$ cat src/hw/rtl/mf3t_pkg.sv
// ----------------------------------------------------------------------------
// mf3t_pkg: shared types and helpers for the 3x3 median / threshold filter
// pixel and window types, register indexes, sort helpers for the median tree
// ----------------------------------------------------------------------------
`default_nettype none

package mf3t_pkg;

  localparam int PIX_W      = 24;
  localparam int WIN_N      = 9;
  localparam int CFG_DATA_W = 11;
  localparam int CFG_IDX_W  = 2;

  typedef logic [PIX_W-1:0]            pix_t;
  typedef logic [WIN_N-1:0][PIX_W-1:0] win_t;

  localparam pix_t WHITE = 24'hFFFFFF;
  localparam pix_t BLACK = 24'h000000;

  // register indexes on the config port
  typedef enum logic [CFG_IDX_W-1:0] {
    CFG_WIDTH  = 2'd0,
    CFG_HEIGHT = 2'd1,
    CFG_MODE   = 2'd2,
    CFG_LEVEL  = 2'd3
  } cfg_idx_e;

  localparam logic [10:0] WIDTH_RST  = 11'd640;
  localparam logic [10:0] HEIGHT_RST = 11'd480;
  localparam logic [7:0]  LEVEL_RST  = 8'd127;

  // per-transaction control from the counter stage to the window stage
  typedef struct packed {
    logic emit_pre;   // column 0: close the previous row's last output
    logic emit_post;  // regular output after the column shift
    logic end_frame;  // drain tick that ends the frame, no line store update
    logic col0;       // first column: window starts white
    logic have_top;   // upper line store holds a real line
    logic have_mid;   // lower line store holds a real line
    logic last;       // emitted pixel is the frame's final one
  } ctl_t;

  typedef struct packed {
    logic       mode;
    logic [7:0] level;
  } thr_t;

  typedef struct packed {
    pix_t lo;
    pix_t mid;
    pix_t hi;
  } trio_t;

  function automatic pix_t max3(pix_t a, pix_t b, pix_t c);
    pix_t m;
    m = (a > b) ? a : b;
    return (m > c) ? m : c;
  endfunction

  function automatic pix_t min3(pix_t a, pix_t b, pix_t c);
    pix_t m;
    m = (a < b) ? a : b;
    return (m < c) ? m : c;
  endfunction

  function automatic pix_t med3(pix_t a, pix_t b, pix_t c);
    pix_t m;
    if (a > b) begin
      m = (b > c) ? b : ((a > c) ? c : a);
    end else begin
      m = (a > c) ? a : ((b > c) ? c : b);
    end
    return m;
  endfunction

  function automatic trio_t sort3(pix_t a, pix_t b, pix_t c);
    trio_t t;
    t.lo  = min3(a, b, c);
    t.mid = med3(a, b, c);
    t.hi  = max3(a, b, c);
    return t;
  endfunction

endpackage

`default_nettype wire

$ cat src/hw/rtl/mf3t_median.sv
// ----------------------------------------------------------------------------
// mf3t_median: pipelined median of nine and threshold, output register
// rows sorted, then max of lows / median of mids / min of highs, then med3
// ----------------------------------------------------------------------------
`default_nettype none

module mf3t_median (
  input  wire logic           clk_i,
  input  wire logic           rst_ni,
  input  wire logic           in_valid_i,
  output logic                in_ready_o,
  input  wire mf3t_pkg::win_t in_win_i,
  input  wire logic           in_last_i,
  input  wire mf3t_pkg::thr_t thr_i,
  output logic                out_valid_o,
  input  wire logic           out_ready_i,
  output mf3t_pkg::pix_t      out_pixel_o,
  output logic                out_last_o
);

  logic va_q, vb_q, vc_q, vo_q;
  logic rdy_a, rdy_b, rdy_c, rdy_o;
  logic last_a_q, last_b_q, last_c_q;

  mf3t_pkg::win_t             win_a_q;
  mf3t_pkg::trio_t [2:0]      rows_d, rows_b_q;
  mf3t_pkg::pix_t             lo_c_q, mid_c_q, hi_c_q, med, res;
  logic [9:0]                 sum, lvl3;

  always_comb begin
    rdy_o = !vo_q || out_ready_i;
    rdy_c = !vc_q || rdy_o;
    rdy_b = !vb_q || rdy_c;
    rdy_a = !va_q || rdy_b;
    in_ready_o = rdy_a;

    for (int r = 0; r < 3; r++) begin
      rows_d[r] = mf3t_pkg::sort3(win_a_q[3*r], win_a_q[3*r+1], win_a_q[3*r+2]);
    end

    med  = mf3t_pkg::med3(lo_c_q, mid_c_q, hi_c_q);
    sum  = 10'(med[23:16]) + 10'(med[15:8]) + 10'(med[7:0]);
    // floor(sum / 3) < level exactly when sum < 3 * level
    lvl3 = 10'({thr_i.level, 1'b0}) + 10'(thr_i.level);
    if (thr_i.mode) begin
      res = (sum < lvl3) ? mf3t_pkg::BLACK : mf3t_pkg::WHITE;
    end else begin
      res = med;
    end
  end

  always_ff @(posedge clk_i or negedge rst_ni) begin
    if (!rst_ni) begin
      va_q <= 1'b0;
      vb_q <= 1'b0;
      vc_q <= 1'b0;
      vo_q <= 1'b0;
    end else begin
      if (rdy_a) va_q <= in_valid_i;
      if (rdy_b) vb_q <= va_q;
      if (rdy_c) vc_q <= vb_q;
      if (rdy_o) vo_q <= vc_q;
    end
  end

  always_ff @(posedge clk_i) begin
    if (rdy_a && in_valid_i) begin
      win_a_q  <= in_win_i;
      last_a_q <= in_last_i;
    end
    if (rdy_b && va_q) begin
      rows_b_q <= rows_d;
      last_b_q <= last_a_q;
    end
    if (rdy_c && vb_q) begin
      lo_c_q   <= mf3t_pkg::max3(rows_b_q[0].lo, rows_b_q[1].lo, rows_b_q[2].lo);
      mid_c_q  <= mf3t_pkg::med3(rows_b_q[0].mid, rows_b_q[1].mid, rows_b_q[2].mid);
      hi_c_q   <= mf3t_pkg::min3(rows_b_q[0].hi, rows_b_q[1].hi, rows_b_q[2].hi);
      last_c_q <= last_b_q;
    end
    if (rdy_o && vc_q) begin
      out_pixel_o <= res;
      out_last_o  <= last_c_q;
    end
  end

  assign out_valid_o = vo_q;

endmodule

`default_nettype wire

$ cat config.mk
export PLATFORM = sky130hd
export DESIGN_NAME = mf3t_median
export DESIGN_NICKNAME = d
export VERILOG_FILES = /design/src/hw/rtl/mf3t_pkg.sv /design/src/hw/rtl/mf3t_median.sv
export SDC_FILE = /design/constraint.sdc
export NUM_CORES = 2
export LEC_CHECK = 0
export ABC_AREA = 1
export CAP_MARGIN = 0
export CORE_UTILIZATION = 42
export DETAILED_ROUTE_END_ITERATION = 10
export DONT_BUFFER_PORTS = 1
export RECOVER_POWER = 100
export SLEW_MARGIN = 20
export SYNTH_ARGS = -nofsm -noshare
export SYNTH_HDL_FRONTEND = slang
export SYNTH_SLANG_ARGS = --single-unit
$ cat constraint.sdc
create_clock -name clk_i -period 13.45 [get_ports clk_i]
set_input_delay 0.6725 -clock clk_i [delete_from_list [all_inputs] [get_ports clk_i]]
set_output_delay 0.6725 -clock clk_i [all_outputs]
set_load 0.1 [all_outputs]
==> implementation parameters <==
Parameter                              Value

Floorplanning
  Vertical die dimension ... 321 µm
  Die boundary width ... 321 µm
  Core region area ... 101,000 µm²
  Floorplan die area ... 103,000 µm²
  Cell Rows ... 116
  Initial core utilization ... 0.426
  Number of top-level design ports ... 257

Worst setup path
  FF-to-FF End ... out_pixel_o[13]
  Crit path largest cell delay ... 2.00 ns
  Arrival time reported for the critical path endpoint ... 9.18 ns
  Critical Setup Path Class ... flip-flop to flip-flop
  Buf/Inv on CP ... 3
  Most frequent cell on the critical path ... sky130_fd_sc_hd__nand2_1
  Highest net fanout along the worst path ... 72
  Cell with the biggest individual delay on the critical path ... sky130_fd_sc_hd__clkbuf_1
  Top cell family by delay on the critical path ... buffers and inverters
  Required time at the endpoint of the critical path ... 13.78 ns
  Logic depth of the worst register-to-register path ... 29
  Setup crit start kind ... flip-flop
  CP endpoint kind ... flip-flop
  Reg2Reg Setup Slack ... 4.61 ns
  Origin of the critical flop-to-flop path ... lo_c_q[5]

Hold path
  Hold Crit Class ... input pin to flip-flop
  Start point of the worst min-delay path ... in_win_i[149]
  Worst hold path endpoint ... win_a_q[149]
  Hold Crit Depth ... 0

Placed design
  IO Port Bufs ... 0
  Global placement routability congestion ... 0.987
  Half-perimeter wire length after detailed placement ... 106 mm
  Placed instance area ... 44,000 µm²

Flow run
  Max-cap violations ... 15

STA
  Clock period minus final worst setup slack ... 8.84 ns
  Setup TNS ... 0 ns
  Final-report setup violation count ... 0
  Count of final hold-check violations ... 0
  RSZ-0062 raised after global routing ... false
  Actual transition at the worst max-transition pin ... 4.54 ns
  Worst clock skew ... 0.0203 ns
  Maximum operating frequency ... 0.113 GHz
  Period utilization ... 0.657
  Worst slew margin relative to its limit ... -2.03
  Worst hold slack ... 0.138 ns
  Slew Limit Fails ... 962

Synth
  Main area contributors after synthesis ... sky130_fd_sc_hd__edfxtp_1 37%, sky130_fd_sc_hd__ha_1 18%, sky130_fd_sc_hd__nand2_1 13%
  Library cells used by synthesis ... 58
  Ys async rst share ... 0.00746
  Sequential cell area fraction in the yosys report ... 0.375
  Warnings from Yosys ... 0
  #FFs+latches synth ... 536
  Summed instance area of the synthesized netlist ... 42,800 µm²
  Nets in the synthesized netlist ... 6,196
  Area share of the largest cell type after synthesis ... 0.373
  Most common cell in the synthesized netlist ... sky130_fd_sc_hd__nand2_1
  Mean instance size in the synthesized netlist ... 8.03 µm²
  Instance count of the mapped netlist ... 5,336
  Count of flip-flops with a built-in enable after synthesis ... 532
  Cell taking the most area after synthesis ... sky130_fd_sc_hd__edfxtp_1
  Commonest cells in the synthesized netlist ... 1,448 x sky130_fd_sc_hd__nand2_1, 713 x sky130_fd_sc_hd__inv_1, 620 x sky130_fd_sc_hd__ha_1
  Most used DFF post-synth ... sky130_fd_sc_hd__edfxtp_1

Clock network
  Clock Root Buffer ... sky130_fd_sc_hd__clkbuf_16
  Clock Tree Buf Depth ... 3
  Clock latency on the worst-skew pair ... 0.63 ns
  Hold bufs inserted after CTS ... 1
  H-Tree Depth ... 3
  Clock sink count ... 536
  CTS tree ... built
  Num CTS Buffers ... 66
  Clk pin slew, worst setup/hold paths ... 0.07 ns
  Quantity of gates resized following cts ... 0
  Post-CTS setup buffer count ... 0

Run status
  Status ... finished, violations left
  Violations in the final reports ... max-capacitance violations, max-slew violations

Layout
  Fraction of the core area covered by cells at the end of the flow ... 0.458
  Area used by sequential logic in the layout ... 16,100 µm²
  Multi-input gate area in the final layout ... 23,200 µm²
  Layout Nets ... 6,095
  Area of all placed cells without fillers ... 46,100 µm²
  Filler instances ... 9,788
  Fraction of layout cells with a size suffix above 1 ... 0.0328
  Layout overhead on the synthesized area ... 7.55%

GRT
  Tot GR Track Use ... 0.258
  Number of antenna violations at the first check in global routing ... 11
  Total gr overflow ... 0
  Number of global-route vias before repair ... 33,500
  Wire length of the first global-routing pass ... 203 mm
  Largest net degree at the start of global routing ... 119

Power
  Proportion of power drawn by combinational gates ... 0.579
  Tot Pwr ... 11.8 mW
  Psw ... 5.81 mW
  Maximum ir drop on the vdd rail ... 0.685 mV
  Leakage power summed over all cells ... 21.8 nW
  Clock power share ... 0.151
  Internal Power ... 6.01 mW
  Switching Share ... 0.491
  Power per standard cell area ... 257 nW/µm²
  Relative contribution of sequential cells to total power ... 0.271

Drt
  Detailed-route wire length ... 134 mm
  Average routed wire per standard cell ... 20.2 µm
  Via count ... 36,300
  Number of iterations in the first detailed-routing pass ... 6
  Number of DRC markers after the initial detailed-route iteration ... 3,683
  Vias per cell ... 5.47
  Antenna Nets Post-Route ... 0
  # DRC ... 0
placed cells by master (no fill, tap or decap), types with 7 or more instances in the layout:
cell and instances:
sky130_fd_sc_hd__nand4_1 51, sky130_fd_sc_hd__o21a_1 47, sky130_fd_sc_hd__inv_1 711, sky130_fd_sc_hd__clkbuf_1 25, sky130_fd_sc_hd__clkinv_2 8, sky130_fd_sc_hd__or2_2 24
sky130_fd_sc_hd__nand2_1 1443, sky130_fd_sc_hd__clkbuf_16 69, sky130_fd_sc_hd__o21bai_1 57, sky130_fd_sc_hd__nand3_1 372, sky130_fd_sc_hd__a21oi_1 304, sky130_fd_sc_hd__ha_1 620
sky130_fd_sc_hd__edfxtp_1 532, sky130_fd_sc_hd__buf_4 18, sky130_fd_sc_hd__nor3_1 29, sky130_fd_sc_hd__o21ai_0 555, sky130_fd_sc_hd__xor2_1 9, sky130_fd_sc_hd__a21o_1 7
sky130_fd_sc_hd__nor2_1 154, sky130_fd_sc_hd__a211oi_1 13, sky130_fd_sc_hd__clkinv_1 17, sky130_fd_sc_hd__o211ai_1 95, sky130_fd_sc_hd__fa_1 10, sky130_fd_sc_hd__nand2_2 13
sky130_fd_sc_hd__o221ai_1 12
routing by layer:
metal,global-route usage,wire length [µm],vias up
li1,-,-,18000
met4,0.0939,4800,2
met5,0,9,-
met3,0.0313,9260,199
met1,0.354,59200,16800
met2,0.417,61000,1281
registers in the layout (all words and copies together), names as in the netlist, 24 cells and up:
register / cells
out_pixel_o: 24
rows_b_q: 216
hi_c_q: 24
lo_c_q: 24
mid_c_q: 24
win_a_q: 216
how the worst max path moves through the flow:
stage / startpoint / to / depth (start not counted)
CTS: lo_c_q[5] / out_pixel_o[14] / 30
global route: lo_c_q[5] / out_pixel_o[4] / 30
floorplan: out_valid_o / last_a_q / 9
finish: lo_c_q[5] / out_pixel_o[13] / 29
global placement: lo_c_q[5] / out_pixel_o[12] / 30
detailed placement: lo_c_q[5] / out_pixel_o[14] / 30
area by class of cell:
class	count	area share
Antenna cell	4	0.000217
Clock buffer	73	0.0378
Clock inverter	42	0.00853
Inverter	716	0.0584
Multi-Input combinational cell	3874	0.504
Sequential cell	536	0.349
Tap cell	1357	0.0369
Timing Repair Buffer	41	0.00530
stage by stage:
stage	setup WS, ns	std cells
after global placement	7.26	6523
after floorplan	2.33	5336
after detailed placement	7.15	6523
after CTS	7.13	6639
final	4.61	6643
after global routing	3.81	6639
power by group through the flow:
stage          Clock, mW  Sequential [mW]  Combinational, mW
2_1_floorplan          0             3.03               5.05
3_3_place_gp           0             3.20               6.68
3_5_place_dp           0             3.21               6.80
4_1_cts             1.83             3.18               6.83
5_1_grt             1.88             3.23               7.88
6_report            1.78             3.20               6.85
cell families (layout without fill, tap and decap cells):
family                     count (synthesis)  after routing  synth area share
adders and majority gates                630            630             0.186
AOI/OAI and AO/OA                       1120           1120             0.148
buffers and inverters                    926            872            0.0840
other                                      0              4                 0
xor gates and xnor gates                  12             12           0.00245
DFF                                      536            536             0.375
and+or+nand+nor                         2112           2112             0.204
Note: power is estimated with default switching activity, not from simulation.
