**src/hw/rtl/mf3t_pkg.sv**
```systemverilog
// ----------------------------------------------------------------------------
// mf3t_pkg: shared types and helpers for the 3x3 median / threshold filter
// pixel and window types, register indexes, sort helpers for the median tree
// ----------------------------------------------------------------------------
`default_nettype none

package mf3t_pkg;

  localparam int PIX_W      = 24;
  localparam int WIN_N      = 9;
  localparam int CFG_DATA_W = 11;
  localparam int CFG_IDX_W  = 2;

  typedef logic [PIX_W-1:0]            pix_t;
  typedef logic [WIN_N-1:0][PIX_W-1:0] win_t;

  localparam pix_t WHITE = 24'hFFFFFF;
  localparam pix_t BLACK = 24'h000000;

  // register indexes on the config port
  typedef enum logic [CFG_IDX_W-1:0] {
    CFG_WIDTH  = 2'd0,
    CFG_HEIGHT = 2'd1,
    CFG_MODE   = 2'd2,
    CFG_LEVEL  = 2'd3
  } cfg_idx_e;

  localparam logic [10:0] WIDTH_RST  = 11'd640;
  localparam logic [10:0] HEIGHT_RST = 11'd480;
  localparam logic [7:0]  LEVEL_RST  = 8'd127;

  // per-transaction control from the counter stage to the window stage
  typedef struct packed {
    logic emit_pre;   // column 0: close the previous row's last output
    logic emit_post;  // regular output after the column shift
    logic end_frame;  // drain tick that ends the frame, no line store update
    logic col0;       // first column: window starts white
    logic have_top;   // upper line store holds a real line
    logic have_mid;   // lower line store holds a real line
    logic last;       // emitted pixel is the frame's final one
  } ctl_t;

  typedef struct packed {
    logic       mode;
    logic [7:0] level;
  } thr_t;

  typedef struct packed {
    pix_t lo;
    pix_t mid;
    pix_t hi;
  } trio_t;

  function automatic pix_t max3(pix_t a, pix_t b, pix_t c);
    pix_t m;
    m = (a > b) ? a : b;
    return (m > c) ? m : c;
  endfunction

  function automatic pix_t min3(pix_t a, pix_t b, pix_t c);
    pix_t m;
    m = (a < b) ? a : b;
    return (m < c) ? m : c;
  endfunction

  function automatic pix_t med3(pix_t a, pix_t b, pix_t c);
    pix_t m;
    if (a > b) begin
      m = (b > c) ? b : ((a > c) ? c : a);
    end else begin
      m = (a > c) ? a : ((b > c) ? c : b);
    end
    return m;
  endfunction

  function automatic trio_t sort3(pix_t a, pix_t b, pix_t c);
    trio_t t;
    t.lo  = min3(a, b, c);
    t.mid = med3(a, b, c);
    t.hi  = max3(a, b, c);
    return t;
  endfunction

endpackage

`default_nettype wire

```
**src/hw/rtl/mf3t_ctrl.sv**
```systemverilog
// ----------------------------------------------------------------------------
// mf3t_ctrl: config registers and raster position counters
// decides per transaction what the window stage does and tracks out position
// ----------------------------------------------------------------------------
`default_nettype none

module mf3t_ctrl #(
  parameter int MAX_WIDTH  = 1024,
  parameter int MAX_HEIGHT = 1024
) (
  input  wire logic                                clk_i,
  input  wire logic                                rst_ni,
  input  wire logic                                cfg_we_i,
  input  wire logic [mf3t_pkg::CFG_IDX_W-1:0]      cfg_index_i,
  input  wire logic [mf3t_pkg::CFG_DATA_W-1:0]     cfg_data_i,
  input  wire logic                                in_valid_i,
  input  wire logic                                in_ready_i,
  input  wire logic                                in_func_i,
  input  wire mf3t_pkg::pix_t                      in_pixel_i,
  output logic                                     load_o,
  output mf3t_pkg::ctl_t                           ctl_o,
  output logic [$clog2(MAX_WIDTH)-1:0]             col_o,
  output mf3t_pkg::pix_t                           pixel_o,
  output logic                                     restart_o,
  output mf3t_pkg::thr_t                           thr_o
);

  localparam int CW = $clog2(MAX_WIDTH);
  localparam int WW = $clog2(MAX_WIDTH + 1);
  localparam int HW = $clog2(MAX_HEIGHT + 2);
  localparam int EWW = (WW > 11) ? WW : 11;
  localparam int EHW = (HW > 11) ? HW : 11;

  logic [10:0] width_q, height_q;
  logic        mode_q;
  logic [7:0]  level_q;

  logic [CW-1:0] in_col_q, in_col_d, out_col_q, out_col_d;
  logic [HW-1:0] in_row_q, in_row_d, out_row_q, out_row_d;

  logic [EWW-1:0] wcfg;
  logic [EHW-1:0] hcfg;
  logic [WW-1:0]  eff_w;
  logic [HW-1:0]  eff_h, eff_h1;

  logic          restart_chk, draining, ignore, accept, size_wr, emit;
  logic [CW-1:0] ic, oc;
  logic [HW-1:0] ir, orow;

  // effective size, clamped into 1 .. max
  always_comb begin
    wcfg = EWW'(width_q);
    hcfg = EHW'(height_q);
    if (wcfg == '0) begin
      eff_w = WW'(1);
    end else if (wcfg > EWW'(MAX_WIDTH)) begin
      eff_w = WW'(MAX_WIDTH);
    end else begin
      eff_w = WW'(wcfg);
    end
    if (hcfg == '0) begin
      eff_h = HW'(1);
    end else if (hcfg > EHW'(MAX_HEIGHT)) begin
      eff_h = HW'(MAX_HEIGHT);
    end else begin
      eff_h = HW'(hcfg);
    end
    eff_h1 = eff_h + HW'(1);
  end

  always_comb begin
    restart_chk = (WW'(in_col_q) >= eff_w) || (in_row_q > eff_h1) ||
                  ((in_row_q == eff_h1) && (in_col_q != '0));
    ic   = restart_chk ? '0 : in_col_q;
    ir   = restart_chk ? '0 : in_row_q;
    oc   = restart_chk ? '0 : out_col_q;
    orow = restart_chk ? '0 : out_row_q;

    draining = (ir >= eff_h);
    ignore   = in_func_i && !draining;
    pixel_o  = draining ? mf3t_pkg::WHITE : in_pixel_i;
    col_o    = ic;

    ctl_o.col0      = (ic == '0);
    ctl_o.emit_pre  = ctl_o.col0 && (ir >= HW'(2));
    ctl_o.end_frame = ctl_o.col0 && (ir == eff_h1);
    ctl_o.emit_post = !ctl_o.end_frame && (ic != '0) && (ir != '0);
    ctl_o.have_top  = (ir >= HW'(2));
    ctl_o.have_mid  = (ir != '0);
    ctl_o.last      = (orow == (eff_h - HW'(1))) && (WW'(oc) == (eff_w - WW'(1)));
    emit            = ctl_o.emit_pre || ctl_o.emit_post;

    accept  = in_valid_i && in_ready_i;
    load_o  = accept && !ignore;
    size_wr = cfg_we_i && ((cfg_index_i == mf3t_pkg::CFG_WIDTH) ||
                           (cfg_index_i == mf3t_pkg::CFG_HEIGHT));
    restart_o = size_wr;
  end

  // next raster position
  always_comb begin
    in_col_d  = in_col_q;
    in_row_d  = in_row_q;
    out_col_d = out_col_q;
    out_row_d = out_row_q;
    if (size_wr) begin
      in_col_d  = '0;
      in_row_d  = '0;
      out_col_d = '0;
      out_row_d = '0;
    end else if (accept) begin
      if (ignore || !ctl_o.end_frame) begin
        in_col_d  = ic;
        in_row_d  = ir;
        out_col_d = oc;
        out_row_d = orow;
      end else begin
        in_col_d  = '0;
        in_row_d  = '0;
        out_col_d = '0;
        out_row_d = '0;
      end
      if (!ignore && !ctl_o.end_frame) begin
        if (emit) begin
          if ((WW'(oc) + WW'(1)) >= eff_w) begin
            out_col_d = '0;
            out_row_d = ((orow + HW'(1)) >= eff_h) ? '0 : orow + HW'(1);
          end else begin
            out_col_d = oc + CW'(1);
          end
        end
        if ((WW'(ic) + WW'(1)) >= eff_w) begin
          in_col_d = '0;
          in_row_d = ir + HW'(1);
        end else begin
          in_col_d = ic + CW'(1);
        end
      end
    end
  end

  always_ff @(posedge clk_i or negedge rst_ni) begin
    if (!rst_ni) begin
      width_q   <= mf3t_pkg::WIDTH_RST;
      height_q  <= mf3t_pkg::HEIGHT_RST;
      mode_q    <= 1'b0;
      level_q   <= mf3t_pkg::LEVEL_RST;
      in_col_q  <= '0;
      in_row_q  <= '0;
      out_col_q <= '0;
      out_row_q <= '0;
    end else begin
      in_col_q  <= in_col_d;
      in_row_q  <= in_row_d;
      out_col_q <= out_col_d;
      out_row_q <= out_row_d;
      if (cfg_we_i) begin
        case (cfg_index_i)
          mf3t_pkg::CFG_WIDTH:  width_q  <= cfg_data_i;
          mf3t_pkg::CFG_HEIGHT: height_q <= cfg_data_i;
          mf3t_pkg::CFG_MODE:   mode_q   <= cfg_data_i[0];
          mf3t_pkg::CFG_LEVEL:  level_q  <= cfg_data_i[7:0];
          default: ;
        endcase
      end
    end
  end

  assign thr_o.mode  = mode_q;
  assign thr_o.level = level_q;

  // positions stay inside the frame (drain rows included)
  a_in_col: assert property (@(posedge clk_i) disable iff (!rst_ni)
    WW'(in_col_q) < eff_w) else $error("input column beyond line width");
  a_out_col: assert property (@(posedge clk_i) disable iff (!rst_ni)
    WW'(out_col_q) < eff_w) else $error("output column beyond line width");
  a_in_row: assert property (@(posedge clk_i) disable iff (!rst_ni)
    in_row_q <= eff_h1) else $error("input row beyond drain rows");
  a_out_row: assert property (@(posedge clk_i) disable iff (!rst_ni)
    out_row_q < eff_h) else $error("output row beyond frame height");

endmodule

`default_nettype wire

```
**config.mk**
```make
export PLATFORM = sky130hd
export DESIGN_NAME = mf3t_ctrl
export DESIGN_NICKNAME = d
export VERILOG_FILES = /design/src/hw/rtl/mf3t_pkg.sv /design/src/hw/rtl/mf3t_ctrl.sv
export SDC_FILE = /design/constraint.sdc
export NUM_CORES = 1
export LEC_CHECK = 0
export BUFFER_PORTS_ARGS = -buffer_cell sky130_fd_sc_hd__buf_2
export CORE_MARGIN = 4
export CORE_UTILIZATION = 45
export CTS_CLUSTER_DIAMETER = 120
export DETAILED_ROUTE_END_ITERATION = 8
export GPL_TIMING_DRIVEN = 0
export PLACE_DENSITY = 0.68
export SLEW_MARGIN = 25
export SYNTH_ARGS = -nofsm -noshare
export SYNTH_HDL_FRONTEND = slang
export SYNTH_SLANG_ARGS = --single-unit
```
**constraint.sdc**
```tcl
create_clock -name clk_i -period 15.5 [get_ports clk_i]
set_input_delay 0 -clock clk_i [delete_from_list [all_inputs] [get_ports clk_i]]
set_output_delay 0 -clock clk_i [all_outputs]
set_load 0.005 [all_outputs]
```
==> results of run 1 <==
## Yosys cell counts (all sizes together), types with 22 or more instances
| master | instances |
|---|---|
| nor3 | 22 |
| clkbuf | 32 |
| xnor2 | 25 |
| xor2 | 26 |
| dfrtp | 60 |
| inv | 36 |
| o21ai | 37 |
| mux2 | 33 |
| or2 | 27 |
| nor2 | 58 |
| nand2 | 92 |
| and2 | 26 |
| a21oi | 32 |
| nand3 | 42 |
| ha | 75 |
## flip-flops by register name (all words and copies together), names as in the netlist
signal and count:
hcfg 11, in_row_q 11, out_row_q 11, wcfg 11, in_col_q 10, out_col_q 10
level_q 8, mode_q 1
## logic make-up (layout without fill, tap and decap cells)
| family | count (synthesis) | count (layout) | share of synthesized area (%) |
|---|---|---|---|
| AO/OA/AOI/OAI | 179 | 179 | 17.8 |
| buffers and inverters | 77 | 201 | 4.58 |
| AND/OR/NAND/NOR | 359 | 359 | 26.1 |
| adder cells (fa/ha/maj) | 75 | 75 | 13.1 |
| XOR/XNOR | 54 | 54 | 7.43 |
| multiplexers | 35 | 35 | 5.45 |
| flip-flops | 73 | 73 | 25.6 |
## cells in the final DEF, fill, tap and decap left out, drive strengths merged, types with 6 or more instances in the layout
| cell | count |
|---|---|
| nor3 | 22 |
| a21o | 12 |
| or2 | 27 |
| nand3 | 42 |
| a31oi | 7 |
| nand2b | 15 |
| dlygate4sd3 | 12 |
| a22oi | 6 |
| buf | 104 |
| nand3b | 7 |
| and2 | 26 |
| dfstp | 13 |
| and3 | 9 |
| clkbuf | 43 |
| nand2 | 92 |
| mux2 | 33 |
| or3 | 8 |
| nor4 | 14 |
| inv | 36 |
| o21a | 6 |
| nor2b | 8 |
| o21ai | 37 |
| xor2 | 26 |
| a211oi | 8 |
| dfrtp | 60 |
| ha | 75 |
| nor2 | 58 |
| o2bb2ai | 10 |
| xnor2 | 25 |
| a22o | 11 |
| nand4 | 14 |
| a21oi | 32 |
## stage by stage
step / cell area [µm²] / hold slack [ns]
CTS: 8360 / 0.0374
floorplan: 7190 / -0.296
detailed placement: 7970 / -0.0537
finish: 8360 / 0.0355
global route: 8360 / 0.0611
global placement: 7930 / 0.243
## critical path, delay by kind of cell (launching register included)
family / cells / cell delay [ns]
compound gates: 7 / 1.59
fa+ha+maj: 3 / 0.91
buf+inv: 6 / 2.64
flops: 1 / 0.38
simple gates: 12 / 4.04
## layout make-up
| type | count | area, µm² |
|---|---|---|
| Fill cell | 1479 | 7060 |
| Multi-Input combinational cell | 702 | 5030 |
| Sequential cell | 73 | 1840 |
| Timing Repair Buffer | 108 | 628 |
| Tap cell | 211 | 264 |
| Clock buffer | 11 | 233 |
| Buffer | 40 | 190 |
| Inverter | 37 | 139 |
| Clock inverter | 5 | 33.8 |
## metal layers
layer,vias to the layer above,global-route usage (%),wire length (µm)
li1,3350,-,-
met4,0,9.45,611
met1,3273,33.1,9670
met5,-,0,0
met2,274,39.7,10000
met3,42,2.70,1400
## power by group
group          switching, mW  total [mW]  internal (mW)
Sequential            0.0261       0.244          0.218
Combinational          0.252       0.415          0.163
Clock                 0.0857       0.194          0.108
Total                  0.363       0.853          0.489
## how the worst min path moves through the flow
stage                               from           to  slack, ns
after floorplan                   rst_ni      hcfg[0]      -0.30
after global placement    cfg_data_i[10]     wcfg[10]       0.24
after detailed placement          rst_ni  in_col_q[6]      -0.05
after CTS                 cfg_index_i[0]     hcfg[10]       0.04
after global routing      cfg_index_i[0]     hcfg[10]       0.06
final                     cfg_index_i[0]     hcfg[10]       0.04
==> results.sh, run 1 <==
export IMPL_slew_violations=0
export IMPL_hold_path_class="input pin to flop"
export IMPL_min_path_cells=3
export IMPL_fp_dieH_um=134
export IMPL_syn2layout_area_growth_pct=16.3
export IMPL_dp_slack_ns=6.17
export IMPL_fp_row_count=45
export IMPL_wl_um=21700
export IMPL_port_buffers=94
export IMPL_crit_path_frequent_cell="clkbuf_1"
export IMPL_synth_edf_count=0
export IMPL_setup_slack_ns=5.85
export IMPL_clk_path_buf_depth=2
export IMPL_arrival_ns=9.93
export IMPL_status="completed"
export IMPL_ant_nets=0
export IMPL_synthTopCellsByArea="dfrtp_1 (21%), ha_1 (13%), mux2_2 (5.2%), nand2_1 (4.8%), dfstp_2 (4.8%)"
export IMPL_route_detailed_drc=0
export IMPL_fin_crit_sh_pct=62.2
export IMPL_timing_rr_start="hcfg[8]"
export IMPL_diodes=0
export IMPL_vias_per_cell=5.85
export IMPL_wire_per_inst_um=18.3
export IMPL_worstMarginPinSlew_ns=1.14
export IMPL_grt_max_degree=50
export IMPL_rr_endpoint="out_col_q[8]"
export IMPL_grt_use_total_pct=24.3
export IMPL_synth_seq_area_share_pct=25.6
export IMPL_io_pins=95
export IMPL_cts_root_buf="clkbuf_16"
export IMPL_nNetsFinal=1089
export IMPL_crit_type="flop to flop"
export IMPL_yosys_warnings=0
export IMPL_clk_pin_slew_ns=0.06
export IMPL_crit_start="hcfg[8]"
export IMPL_crit_path_max_incr_delay_ns=0.79
export IMPL_ys_ff_latch=73
export IMPL_power_density_nw_per_um2=102
export IMPL_grt_pass1_vias=6551
export IMPL_cp_start_kind="flop"
export IMPL_htree_num_levels=3
export IMPL_reg2reg_slack_ns=5.85
export IMPL_num_vias=6939
export IMPL_cap_violations=0
export IMPL_post_cts_setup_buffers=0
export IMPL_critPathRequiredTime_ns=15.79
export IMPL_synthCells=852
export IMPL_async_reset_ff_share_pct=100
export IMPL_die_area_um2=18100
export IMPL_cts_tree="built"
export IMPL_rsz0062_at_grt="false"
export IMPL_worstSetupEndpoint="out_col_q[8]"
export IMPL_hold_violations=0
export IMPL_crit_fanout=10
export IMPL_start_util_pct=46.6
export IMPL_synthesis_area_um2=7190
export IMPL_synth_fp_nets=970
export IMPL_rr_worst_depth=28
export IMPL_die_w_um=134
export IMPL_dp_hpwl_um=16800
export IMPL_stdcell_count=1187
export IMPL_first_iter_violations=580
export IMPL_end_kind="flop"
export IMPL_synth_area_per_cell_um2=8.44
export IMPL_grt_overflow=0
export IMPL_crit_path_top_delay_cell="nor3_1"
export IMPL_power_leakage_nw=3.85
export IMPL_finalPower_uw=853
export IMPL_min_period_ns=9.65
export IMPL_ir_worst_vdd_uv=50.2
export IMPL_relSlewSlack_pct=23.0
export IMPL_cts_buffers=9
export IMPL_cts_resized=0
export IMPL_dp_cells=1159
export IMPL_firstDrtPassIters=5
export IMPL_max_freq_mhz=104
export IMPL_hold_buffers=12
export IMPL_yosys_area_top_type="dfrtp_1"
export IMPL_tns_ns=0
export IMPL_final_util_pct=54.2
export IMPL_synth_top_area_share_pct=20.9
export IMPL_insertion_delay_ns=0.35
export IMPL_clock_sinks=73
export IMPL_ys_types=76
export IMPL_antenna_found_initial=0
export IMPL_fin_skew_ns=0.00409
export IMPL_grt_pass1_wl_um=35000
export IMPL_final_setup_viol_count=0
export IMPL_ys_dominant_reg_cell="dfrtp_1"
export IMPL_drive_gt1_share_pct=21.1
export IMPL_core_um2=15400
export IMPL_gp_congestion=0.957
Power figures use the tool's default switching activity.
==> run 2: changes to the inputs <==
- clock period: 15.5 -> 9.2 ns (I/O delays scaled with it)
==> run 2 against run 1 <==
Largest cell class unchanged. Maximum frequency is 11% higher. Cell area is 0.43% higher. Clock-buffer cell count stayed put. Register-to-register slack worse by 5.3 ns.
==> results.sh, run 2 (synthesized netlist as in run 1, its figures left out) <==
export IMPL_post_cts_setup_buffers=0
export IMPL_final_setup_viol_count=0
export IMPL_status="completed"
export IMPL_crit_type="flop to flop"
export IMPL_num_vias=6922
export IMPL_hold_path_class="input pin to flop"
export IMPL_hold_slack_ns=0.0362
export IMPL_combPwrFrac_pct=49.0
export IMPL_p_switching_uw=617
export IMPL_tns_ns=0
export IMPL_p_seq_share_pct=28.5
export IMPL_die_area_um2=18100
export IMPL_grt_pass1_vias=6568
export IMPL_wl_um=21900
export IMPL_cap_violations=0
export IMPL_port_buffers=94
export IMPL_clk_path_buf_depth=2
export IMPL_arrival_ns=8.90
export IMPL_final_common_cell="buf_2"
export IMPL_rsz0062_at_grt="false"
export IMPL_critPathRequiredTime_ns=9.44
export IMPL_relSlewSlack_pct=25.6
export IMPL_crit_fanout=10
export IMPL_cts_tree="built"
export IMPL_clock_sinks=73
export IMPL_switching_share_pct=42.7
export IMPL_rr_worst_depth=27
export IMPL_diodes=0
export IMPL_fp_dieH_um=134
export IMPL_antenna_found_initial=0
export IMPL_syn2layout_area_growth_pct=16.8
export IMPL_io_pins=95
export IMPL_final_util_pct=54.4
export IMPL_gp_congestion=0.957
export IMPL_stdcell_count=1187
export IMPL_insertion_delay_ns=0.35
export IMPL_core_um2=15400
export IMPL_grt_max_degree=50
export IMPL_worstMarginPinSlew_ns=1.10
export IMPL_fin_skew_ns=0.00473
export IMPL_power_density_nw_per_um2=172
export IMPL_vias_per_cell=5.83
export IMPL_htree_num_levels=3
export IMPL_nNetsFinal=1089
export IMPL_grt_pass1_wl_um=35100
export IMPL_route_detailed_drc=0
export IMPL_mostFrequentLayoutCells="buf_2 (95), nand2_1 (92), ha_1 (75)"
export IMPL_power_leakage_nw=3.86
export IMPL_firstDrtPassIters=5
export IMPL_dp_hpwl_um=16800
export IMPL_end_kind="flop"
export IMPL_cp_start_kind="flop"
export IMPL_hold_violations=0
export IMPL_grt_overflow=0
export IMPL_die_w_um=134
export IMPL_clk_pin_slew_ns=0.06
export IMPL_crit_path_top_delay_cell="a221oi_4"
export IMPL_cts_root_buf="clkbuf_16"
export IMPL_power_internal_uw=827
export IMPL_max_freq_mhz=115
export IMPL_first_iter_violations=540
export IMPL_clockPowerShare_pct=22.6
export IMPL_crit_path_max_incr_delay_ns=0.59
export IMPL_grt_use_total_pct=24.4
export IMPL_ant_nets=0
export IMPL_min_path_cells=3
export IMPL_finalPower_mw=1.44
export IMPL_start_util_pct=46.6
export IMPL_ir_worst_vdd_uv=84.5
export IMPL_fin_crit_sh_pct=94.2
export IMPL_wire_per_inst_um=18.4
export IMPL_min_period_ns=8.66
export IMPL_drive_gt1_share_pct=22.2
export IMPL_cts_buffers=9
export IMPL_fp_row_count=45
export IMPL_slew_violations=0
export IMPL_dp_cells=1159
-- run 2: power groups by stage --
stage               clock network, mW  logic [mW]  registers (mW)
floorplan                           0       0.470           0.401
global placement                    0       0.670           0.415
detailed placement                  0       0.680           0.415
CTS                             0.330       0.691           0.410
global route                    0.345       0.777           0.417
finish                          0.326       0.707           0.411
-- run 2: what timing repair did --
action,in CTS,in global routing
hold buffers,12,0
pin swaps,0,0
gates resized for setup,3,14
hold endpoints to repair,91,0
endpoints found under the setup margin,18,44
-- run 2: critical path, delay by kind of cell (launching register included) --
kind            cells  cell delay (ns)
fa+ha+maj           3             1.10
simple gates       13             4.03
compound gates      5             1.32
flops               1             0.38
buf+inv             6             1.68
-- run 2: final cells by class --
class                   count  area, µm²
clock inverters             5       33.8
repair buffers            108        628
flip-flops and latches     73       1840
inverters                  37        139
fillers                  1483       7030
multi-input cells         702       5060
plain buffers              40        198
well taps                 211        264
clock buffers              11        233
-- run 2: through the flow --
step	worst slack (ns)	cell area [µm²]
6_report	0.538	8400
5_1_grt	0.146	8400
4_1_cts	0.0687	8370
3_5_place_dp	-0.131	7970
3_3_place_gp	-0.574	7930
2_1_floorplan	2.04	7190
-- run 2: routing by layer --
metal / vias up / track usage, % / part of all wire [%]
met5: - / 0 / 0
met4: 0 / 9.45 / 2.0
met3: 30 / 2.74 / 6.3
met2: 257 / 39.9 / 47
met1: 3295 / 33.2 / 45
li1: 3340 / - / -
-- run 2: final timing paths --
path / start / end / slack (ns)
max: hcfg[8] / out_row_q[5] / 0.54
min: cfg_index_i[0] / hcfg[10] / 0.04
max reg2reg: hcfg[8] / out_row_q[5] / 0.54
min reg2reg: mode_q / mode_q / 0.51
max in group asynchronous: rst_ni / hcfg[6] / 8.46
min in group asynchronous: rst_ni / in_col_q[6] / 0.11
